File: src/hw/rtl/gtg_pkg.sv
// Shared types, constants and the arctangent table of the go-to-goal steering unit.
package gtg_pkg;

    // Vectoring iterations and table size
    localparam int CORDIC_STEPS = 16;
    localparam int ATAN_LEN     = 24;
    localparam int ROT_STEPS    = (CORDIC_STEPS < ATAN_LEN) ? CORDIC_STEPS : ATAN_LEN;
    localparam int STEP_W       = $clog2(ATAN_LEN);

    // Datapath widths
    localparam int POS_W   = 16;
    localparam int VEC_W   = 24;  // CORDIC x and y, Q8.12 with growth headroom
    localparam int ANG_W   = 21;  // angle accumulator, Q.16
    localparam int MB_W    = 17;  // second multiplier operand
    localparam int PROD_W  = VEC_W + MB_W;
    localparam int DIST_W  = 19;
    localparam int BEAR_W  = 17;
    localparam int ERR_W   = 18;
    localparam int LIN_W   = 19;
    localparam int RATE_W  = 20;
    localparam int GAIN_W  = 12;

    // Fixed-point constants
    localparam logic signed [ANG_W-1:0] PI_Q16       = 21'sd205887;
    localparam logic signed [MB_W-1:0]  INV_GAIN_Q16 = 17'sd39797;
    localparam logic signed [PROD_W-1:0] DIST_RND    = PROD_W'(64'sd524288);
    localparam logic signed [PROD_W-1:0] GAIN_RND    = PROD_W'(64'sd128);
    localparam logic signed [PROD_W-1:0] LIN_MAX     = PROD_W'(64'sd524287);
    localparam logic signed [PROD_W-1:0] ANG_MAX     = PROD_W'(64'sd524287);
    localparam logic signed [PROD_W-1:0] ANG_MIN     = PROD_W'(-64'sd524288);

    // Register indexes
    localparam int CFG_AW = 3;
    typedef enum logic [CFG_AW-1:0] {
        REG_GOAL_X     = 3'd0,
        REG_GOAL_Y     = 3'd1,
        REG_TOLERANCE  = 3'd2,
        REG_SPEED_GAIN = 3'd3,
        REG_TURN_GAIN  = 3'd4
    } t_reg_idx;

    // Sequencer states
    typedef enum logic [2:0] {
        S_IDLE,
        S_ROT,
        S_MDIST,
        S_RDIST,
        S_MLIN,
        S_MANG,
        S_DONE
    } t_state;

    // Multiplier operand select
    typedef enum logic [1:0] {
        MUL_DIST,
        MUL_LIN,
        MUL_ANG
    } t_mul_sel;

    // atan(2^-i) in Q.16
    function automatic logic [15:0] f_atan(input logic [STEP_W-1:0] idx);
        logic [15:0] v;
        unique case (idx)
            5'd0:    v = 16'd51472;
            5'd1:    v = 16'd30385;
            5'd2:    v = 16'd16055;
            5'd3:    v = 16'd8150;
            5'd4:    v = 16'd4091;
            5'd5:    v = 16'd2047;
            5'd6:    v = 16'd1024;
            5'd7:    v = 16'd512;
            5'd8:    v = 16'd256;
            5'd9:    v = 16'd128;
            5'd10:   v = 16'd64;
            5'd11:   v = 16'd32;
            5'd12:   v = 16'd16;
            5'd13:   v = 16'd8;
            5'd14:   v = 16'd4;
            5'd15:   v = 16'd2;
            5'd16:   v = 16'd1;
            default: v = 16'd0;
        endcase
        return v;
    endfunction

endpackage

File: src/hw/rtl/go_to_goal_steering_unit.sv
// Go-to-goal proportional steering: CORDIC distance and bearing, gains and arrival.
//
// One pose word (x, y, heading) produces one command word (linear speed, angular rate,
// arrived flag). The offset to the goal is folded into the right half-plane and run
// through one shared shift-add CORDIC stage for CORDIC_STEPS iterations (16), then one
// shared multiplier forms, in turn, the gain-corrected distance, the speed and the turn
// rate. A word passes through the rotation states, the distance multiply, the rounding,
// the speed multiply and the turn-rate multiply, and reaches the result register from
// the done state; the next word is accepted only once the sequencer is back in idle, so
// the input is not ready during that time, and further while a finished result still
// waits for the output register to empty. Once a pose lies within the arrival tolerance
// the arrived flag sticks and every later command is zero until reset. Registers: 0 goal
// x, 1 goal y, 2 tolerance, 3 speed gain, 4 turn gain; other indexes are ignored.
module go_to_goal_steering_unit (
    input  logic                         i_clk,
    input  logic                         i_rst_n,
    // Configuration write port
    input  logic                         i_cfg_we,
    input  logic [gtg_pkg::CFG_AW-1:0]   i_cfg_addr,
    input  logic [15:0]                  i_cfg_wdata,
    // Pose stream
    input  logic                         i_s_axis_tvalid,
    output logic                         o_s_axis_tready,
    input  logic [47:0]                  i_s_axis_tdata,  // pose_x, pose_y, pose_heading
    // Command stream
    output logic                         o_m_axis_tvalid,
    input  logic                         i_m_axis_tready,
    output logic [39:0]                  o_m_axis_tdata,  // linear_speed, angular_rate, pad
    output logic                         o_m_axis_tuser   // arrived
);
    import gtg_pkg::*;

    // Configuration registers
    logic signed [POS_W-1:0] r_goal_x, r_goal_y;
    logic [POS_W-1:0]        r_tol;
    logic [GAIN_W-1:0]       r_speed_gain, r_turn_gain;

    // Sequencer and datapath
    t_state                  r_state, n_state;
    logic [STEP_W-1:0]       r_step;
    logic signed [VEC_W-1:0] r_x, r_y;
    logic signed [ANG_W-1:0] r_z;
    logic                    r_zero;
    logic signed [POS_W-1:0] r_heading;
    logic signed [PROD_W-1:0] r_prod;
    logic [DIST_W-1:0]       r_dist;
    logic signed [ERR_W-1:0] r_err;
    logic [LIN_W-1:0]        r_lin;
    logic                    r_reached;

    // Output register
    logic                    r_out_valid;
    logic [LIN_W-1:0]        r_out_lin;
    logic signed [RATE_W-1:0] r_out_ang;
    logic                    r_out_arr;

    // Control from the output decoder
    t_mul_sel                mul_sel;
    logic                    in_accept;
    logic                    out_free;
    logic                    load_out;
    logic                    last_step;

    // Combinational datapath
    logic signed [POS_W:0]   dx, dy;
    logic signed [VEC_W-1:0] x0, y0;
    logic signed [ANG_W-1:0] z0;
    logic signed [VEC_W-1:0] xs, ys;
    logic signed [ANG_W-1:0] atan_v;
    logic signed [VEC_W-1:0] mul_a;
    logic signed [MB_W-1:0]  mul_b;
    logic signed [PROD_W-1:0] mul_p;
    logic signed [PROD_W-1:0] dist_sum;
    logic signed [ANG_W-1:0] bear_sum;
    logic signed [BEAR_W-1:0] bearing;
    logic signed [PROD_W-1:0] gain_sum, gain_shr;
    logic [LIN_W-1:0]        lin_sat;
    logic signed [RATE_W-1:0] ang_sat;
    logic                    arrive_now;

    assign out_free  = !r_out_valid || i_m_axis_tready;
    assign last_step = (r_step == STEP_W'(ROT_STEPS - 1));

    // Offset to goal, folded into the right half-plane
    always_comb begin
        dx = {r_goal_x[POS_W-1], r_goal_x} - {i_s_axis_tdata[15], i_s_axis_tdata[15:0]};
        dy = {r_goal_y[POS_W-1], r_goal_y} - {i_s_axis_tdata[31], i_s_axis_tdata[31:16]};
        if (dx[POS_W]) begin
            x0 = VEC_W'(-dx) <<< 4;
            y0 = VEC_W'(-dy) <<< 4;
            z0 = dy[POS_W] ? -PI_Q16 : PI_Q16;
        end else begin
            x0 = VEC_W'(dx) <<< 4;
            y0 = VEC_W'(dy) <<< 4;
            z0 = '0;
        end
    end

    // One CORDIC micro-rotation
    assign xs     = r_x >>> r_step;
    assign ys     = r_y >>> r_step;
    assign atan_v = ANG_W'(f_atan(r_step));

    // Shared multiplier operands
    always_comb begin
        unique case (mul_sel)
            MUL_LIN: begin
                mul_a = VEC_W'(r_dist);
                mul_b = MB_W'(r_speed_gain);
            end
            MUL_ANG: begin
                mul_a = VEC_W'(r_err);
                mul_b = MB_W'(r_turn_gain);
            end
            default: begin
                mul_a = r_x;
                mul_b = INV_GAIN_Q16;
            end
        endcase
    end
    assign mul_p = PROD_W'(mul_a) * PROD_W'(mul_b);

    // Distance and bearing rounding
    assign dist_sum = r_prod + DIST_RND;
    assign bear_sum = r_z + ANG_W'(8);
    assign bearing  = r_zero ? '0 : BEAR_W'(bear_sum >>> 4);

    // Gain rounding and saturation
    assign gain_sum = r_prod + GAIN_RND;
    assign gain_shr = gain_sum >>> 8;
    always_comb begin
        lin_sat = (gain_shr > LIN_MAX) ? LIN_W'(LIN_MAX) : LIN_W'(gain_shr);
        priority if (gain_shr > ANG_MAX) begin
            ang_sat = RATE_W'(ANG_MAX);
        end else if (gain_shr < ANG_MIN) begin
            ang_sat = RATE_W'(ANG_MIN);
        end else begin
            ang_sat = RATE_W'(gain_shr);
        end
    end
    assign arrive_now = r_reached || (r_dist <= DIST_W'(r_tol));

    // Next state
    always_comb begin
        n_state = r_state;
        unique case (r_state)
            S_IDLE:  if (i_s_axis_tvalid) n_state = S_ROT;
            S_ROT:   if (last_step) n_state = S_MDIST;
            S_MDIST: n_state = S_RDIST;
            S_RDIST: n_state = S_MLIN;
            S_MLIN:  n_state = S_MANG;
            S_MANG:  n_state = S_DONE;
            S_DONE:  if (out_free) n_state = S_IDLE;
            default: n_state = S_IDLE;
        endcase
    end

    // Sequencer outputs
    always_comb begin
        o_s_axis_tready = 1'b0;
        mul_sel         = MUL_DIST;
        load_out        = 1'b0;
        unique case (r_state)
            S_IDLE:  o_s_axis_tready = 1'b1;
            S_MLIN:  mul_sel = MUL_LIN;
            S_MANG:  mul_sel = MUL_ANG;
            S_DONE:  load_out = out_free;
            default: mul_sel = MUL_DIST;
        endcase
    end
    assign in_accept = o_s_axis_tready && i_s_axis_tvalid;

    // Configuration writes
    always_ff @(posedge i_clk) begin
        if (!i_rst_n) begin
            r_goal_x     <= 16'sd1280;
            r_goal_y     <= 16'sd1280;
            r_tol        <= 16'd3;
            r_speed_gain <= 12'd256;
            r_turn_gain  <= 12'd384;
        end else if (i_cfg_we) begin
            unique case (i_cfg_addr)
                REG_GOAL_X:     r_goal_x     <= i_cfg_wdata;
                REG_GOAL_Y:     r_goal_y     <= i_cfg_wdata;
                REG_TOLERANCE:  r_tol        <= i_cfg_wdata;
                REG_SPEED_GAIN: r_speed_gain <= i_cfg_wdata[GAIN_W-1:0];
                REG_TURN_GAIN:  r_turn_gain  <= i_cfg_wdata[GAIN_W-1:0];
                default: ;
            endcase
        end
    end

    // Control state
    always_ff @(posedge i_clk) begin
        if (!i_rst_n) begin
            r_state     <= S_IDLE;
            r_reached   <= 1'b0;
            r_out_valid <= 1'b0;
        end else begin
            r_state <= n_state;
            if (load_out) begin
                r_out_valid <= 1'b1;
                if (arrive_now) r_reached <= 1'b1;
            end else if (i_m_axis_tready) begin
                r_out_valid <= 1'b0;
            end
        end
    end

    // Datapath registers
    always_ff @(posedge i_clk) begin
        // Load the folded offset
        if (in_accept) begin
            r_x       <= x0;
            r_y       <= y0;
            r_z       <= z0;
            r_zero    <= (dx == '0) && (dy == '0);
            r_heading <= i_s_axis_tdata[47:32];
            r_step    <= '0;
        end
        // Rotate toward the x axis
        if (r_state == S_ROT) begin
            if (!r_y[VEC_W-1]) begin
                r_x <= r_x + ys;
                r_y <= r_y - xs;
                r_z <= r_z + atan_v;
            end else begin
                r_x <= r_x - ys;
                r_y <= r_y + xs;
                r_z <= r_z - atan_v;
            end
            r_step <= r_step + STEP_W'(1);
        end
        // Shared multiplier
        if (r_state == S_MDIST || r_state == S_MLIN || r_state == S_MANG) begin
            r_prod <= mul_p;
        end
        // Round distance, form heading error
        if (r_state == S_RDIST) begin
            r_dist <= dist_sum[DIST_W+19:20];
            r_err  <= ERR_W'(bearing) - ERR_W'(r_heading);
        end
        // Hold saturated speed
        if (r_state == S_MANG) begin
            r_lin <= lin_sat;
        end
        // Fill the output register
        if (load_out) begin
            r_out_arr <= arrive_now;
            r_out_lin <= arrive_now ? '0 : r_lin;
            r_out_ang <= arrive_now ? '0 : ang_sat;
        end
    end

    assign o_m_axis_tvalid = r_out_valid;
    assign o_m_axis_tdata  = {1'b0, r_out_ang, r_out_lin};
    assign o_m_axis_tuser  = r_out_arr;

endmodule

File: config.mk
export PLATFORM = sky130hd
export DESIGN_NAME = go_to_goal_steering_unit
export DESIGN_NICKNAME = d
export VERILOG_FILES = /design/src/hw/rtl/gtg_pkg.sv /design/src/hw/rtl/go_to_goal_steering_unit.sv
export SDC_FILE = /design/constraint.sdc
export NUM_CORES = 2
export LEC_CHECK = 0
export BUFFER_PORTS_ARGS = -buffer_cell sky130_fd_sc_hd__buf_2
export CAP_MARGIN = 20
export CORE_MARGIN = 2
export CORE_UTILIZATION = 40
export DETAILED_ROUTE_END_ITERATION = 10
export GPL_TIMING_DRIVEN = 0
export PLACE_DENSITY = 0.56
export SLEW_MARGIN = 20
export SYNTH_ARGS = -nofsm -noshare
export SYNTH_HDL_FRONTEND = slang
export SYNTH_SLANG_ARGS = --single-unit
File: constraint.sdc
create_clock -name i_clk -period 12.27 [get_ports i_clk]
set_input_delay 0 -clock i_clk [delete_from_list [all_inputs] [get_ports i_clk]]
set_output_delay 0 -clock i_clk [all_outputs]
set_load 0.05 [all_outputs]
==> key figures <==
Final layout
  – Diode count: 0
  – Multi-input combinational cell area: 24900 um2
  – Synth-to-Final Area Change: 10.7%
  – Proportion of layout cells with a drive suffix above 1: 0.0740
  – NumNets Final: just under 5000
  – Storage element area: between 8000 and 9000 um2
  – Fillers: approximately 9000

Placed design
  – Routability cong.: around 1
  – IO buf count: about 110
  – Hpwl dp: approximately 96000 um

Die
  – CORE AREA: around 90000 um2
  – Die Width: 305 um
  – Core Rows: 110
  – Die area: 93000 um2
  – Initial Util: 0.403
  – IO Count: around 120
  – Chip height: a little over 300 um

Synth
  – EDFF count, synth: 221
  – Syn Nets: roughly 4800
  – Main area contributors after synthesis: edfxtp_1 18%, fa_1 18%, ha_1 9.5%
  – Count of different cell masters after synthesis: between 90 and 100
  – Post-synth top flop: edfxtp_1
  – Synth Instances: 4076
  – Mean post-synth cell area: roughly 9 um2
  – Most common cell in the netlist: inv_1
  – Yosys Warn Count: 0
  – Area leader, netlist: edfxtp_1
  – Sequential area share after synthesis: 0.235
  – Mapped Area: around 36000 um2
  – #FFs+latches synth: 314
  – Yosys top cell area share: 0.183
  – Async set-reset flop share out of synthesis: 0
  – Most frequent cells after synthesis: 580 x inv_1, 467 x nand2_1, 385 x nor2_1

Timing
  – Fin Clk Skew: about 0.035 ns
  – RSZ-0062 raised after global routing: no
  – Least-Margin Pin Slew: 1.15 ns
  – Final worst-path cycle share: 0.886
  – Final count of negative-setup-slack endpoints: 0
  – Slew HR: 0.233
  – Tmin final: between 10 and 15 ns
  – Fin. Hold Viols: 0
  – Max frequency: slightly above 90 MHz
  – Final Max Slew Viols: 0
  – Setup_tns: 0 ns

Worst setup path
  – Reg2Reg Depth: 31
  – Crit Path Class: reg2reg
  – Critical path's most frequent cell: fa_1
  – Worst flop-to-flop path startpoint: r_state[1]
  – Crit path launch type: flop
  – Crit path capture: r_prod[39]
  – Worst Path Required: between 10 and 15 ns
  – CP arrival: around 11 ns
  – CP endpoint kind: flop
  – CP max stage cell: a221oi_1
  – CP max stage delay: ~1 ns
  – FF-to-FF End: r_prod[39]
  – Crit Path Max Fanout: 21
  – R2R Setup Slk: around 1.4 ns
  – Critical Path Source: r_state[1]

GRT
  – Initial antenna violation count: 0
  – Vias in the first global route: roughly 30000
  – Total gr overflow: 0
  – First-pass GRT wire length: around 180000 um
  – Tot GR Track Use: 0.250
  – Pin count of the biggest net entering global routing: 43

Job
  – Max cap viols: 0

Run status
  – Status: complete, no violations

Clock tree
  – Clock Path Buffers: 3
  – CTS sink cnt: 314
  – CTS tree: done
  – Root Driver: clkbuf_16
  – CTS clk-pin slew, worst paths: approximately 0.050 ns
  – Resized Gates After CTS: 0
  – Clock latency on the worst-skew pair: approximately 0.58 ns
  – CTS H-tree lvls: 2
  – CTS buffer count: 39

Routing
  – Initial detailed-routing violation count: between 2000 and 2500
  – DRC Markers: 0
  – WL final: approximately 120000 um
  – Via Count: 29800
  – Wire per inst: 21.3 um
  – Post-DR vias/cell: roughly 5.4
  – DR pass1 iterations: 5
  – Post-route ant nets: 0

Hold path
  – Worst Hold Path Cells: 2
  – Hold crit path type: in2reg
through the flow:
| stage | util | hold WS (ns) | std cells | cell area (um2) | worst slack (ns) |
|---|---|---|---|---|---|
| finish | 0.446 | 0.132 | 5484 | 40100 | 1.40 |
| global route | 0.446 | 0.130 | 5484 | 40100 | 0.922 |
| CTS | 0.446 | 0.0953 | 5484 | 40100 | 1.04 |
| detailed placement | 0.427 | 0.179 | 5372 | 38400 | 1.13 |
| global placement | 0.426 | 0.179 | 5364 | 38300 | 0.792 |
| floorplan | - | 0.0989 | 4076 | 36200 | 3.58 |
placed cells by master (no fill, tap or decap), types with 69 or more instances in the layout:
cell | netlist | final
inv_1 | 580 | 578
nand2_1 | 467 | 467
nor2_1 | 385 | 385
fa_1 | 329 | 329
ha_1 | 274 | 274
edfxtp_1 | 221 | 221
a21oi_1 | 196 | 196
xnor2_1 | 164 | 164
o21ai_0 | 138 | 138
clkbuf_1 | 126 | 131
buf_2 | 9 | 124
dfxtp_1 | 93 | 93
xor2_1 | 90 | 90
a21boi_0 | 75 | 75
nand3_1 | 72 | 72
nor3_1 | 69 | 69
cell families (layout without fill, tap and decap cells):
| kind of cell | count (synthesis) | count (layout) | share of synthesized area |
|---|---|---|---|
| mux | 117 | 117 | 0.0492 |
| flops | 314 | 314 | 0.235 |
| xor+xnor | 255 | 255 | 0.0620 |
| other cells | 1 | 1 | 0.000104 |
| compound gates | 732 | 732 | 0.132 |
| fa+ha+maj | 603 | 603 | 0.276 |
| simple gates | 1307 | 1307 | 0.166 |
| buf+inv | 747 | 979 | 0.0796 |
per-layer routing:
layer,vias up,part of all wire,wire (um),GRT usage
li1,14100,-,-,-
met1,14400,0.42,49100,0.323
met2,1075,0.46,53700,0.416
met3,290,0.069,8030,0.0389
met4,0,0.050,5880,0.111
met5,-,0,0,0
critical path, delay by kind of cell, from the launching register on:
kind	cells	cell delay [ns]
adder cells (fa/ha/maj)	8	3.72
buffers and inverters	9	1.69
AND/OR/NAND/NOR	6	1.83
XOR/XNOR	1	0.26
AO/OA/AOI/OAI	7	2.83
flip-flops	1	0.31
final cells by class:
| type | count | share of cell area |
|---|---|---|
| Tap cell | 1176 | 0.0367 |
| Multi-Input combinational cell | 3015 | 0.620 |
| Clock buffer | 49 | 0.0274 |
| Inverter | 581 | 0.0544 |
| Buffer | 166 | 0.0175 |
| Timing Repair Buffer | 163 | 0.0276 |
| Sequential cell | 314 | 0.212 |
| Clock inverter | 20 | 0.00446 |
how the worst min path moves through the flow:
stage,from,endpoint,slack (ns)
2_1_floorplan,i_s_axis_tdata[32],r_heading[0],0.1
3_3_place_gp,i_s_axis_tdata[37],r_heading[5],0.18
3_5_place_dp,i_s_axis_tdata[39],r_heading[7],0.18
4_1_cts,i_s_axis_tdata[32],r_heading[0],0.1
5_1_grt,i_s_axis_tdata[35],r_heading[3],0.13
6_report,i_s_axis_tdata[36],r_heading[4],0.13
repair_timing:
item,CTS,global route
setup buffers,0,0
hold endpoints to repair,92,0
hold buffers,43,0
endpoints found under the setup margin,0,0
flip-flops by register name, summed over array words and instances (netlist names), 18 cells and up:
signal	flops
r_dist	19
r_err	18
r_lin	19
r_out_ang	20
r_out_lin	19
r_prod	34
r_x	24
r_y	24
r_z	21
Power is not shown: default switching activity piles up to over one toggle a cycle in this logic, so the estimate is an artifact.
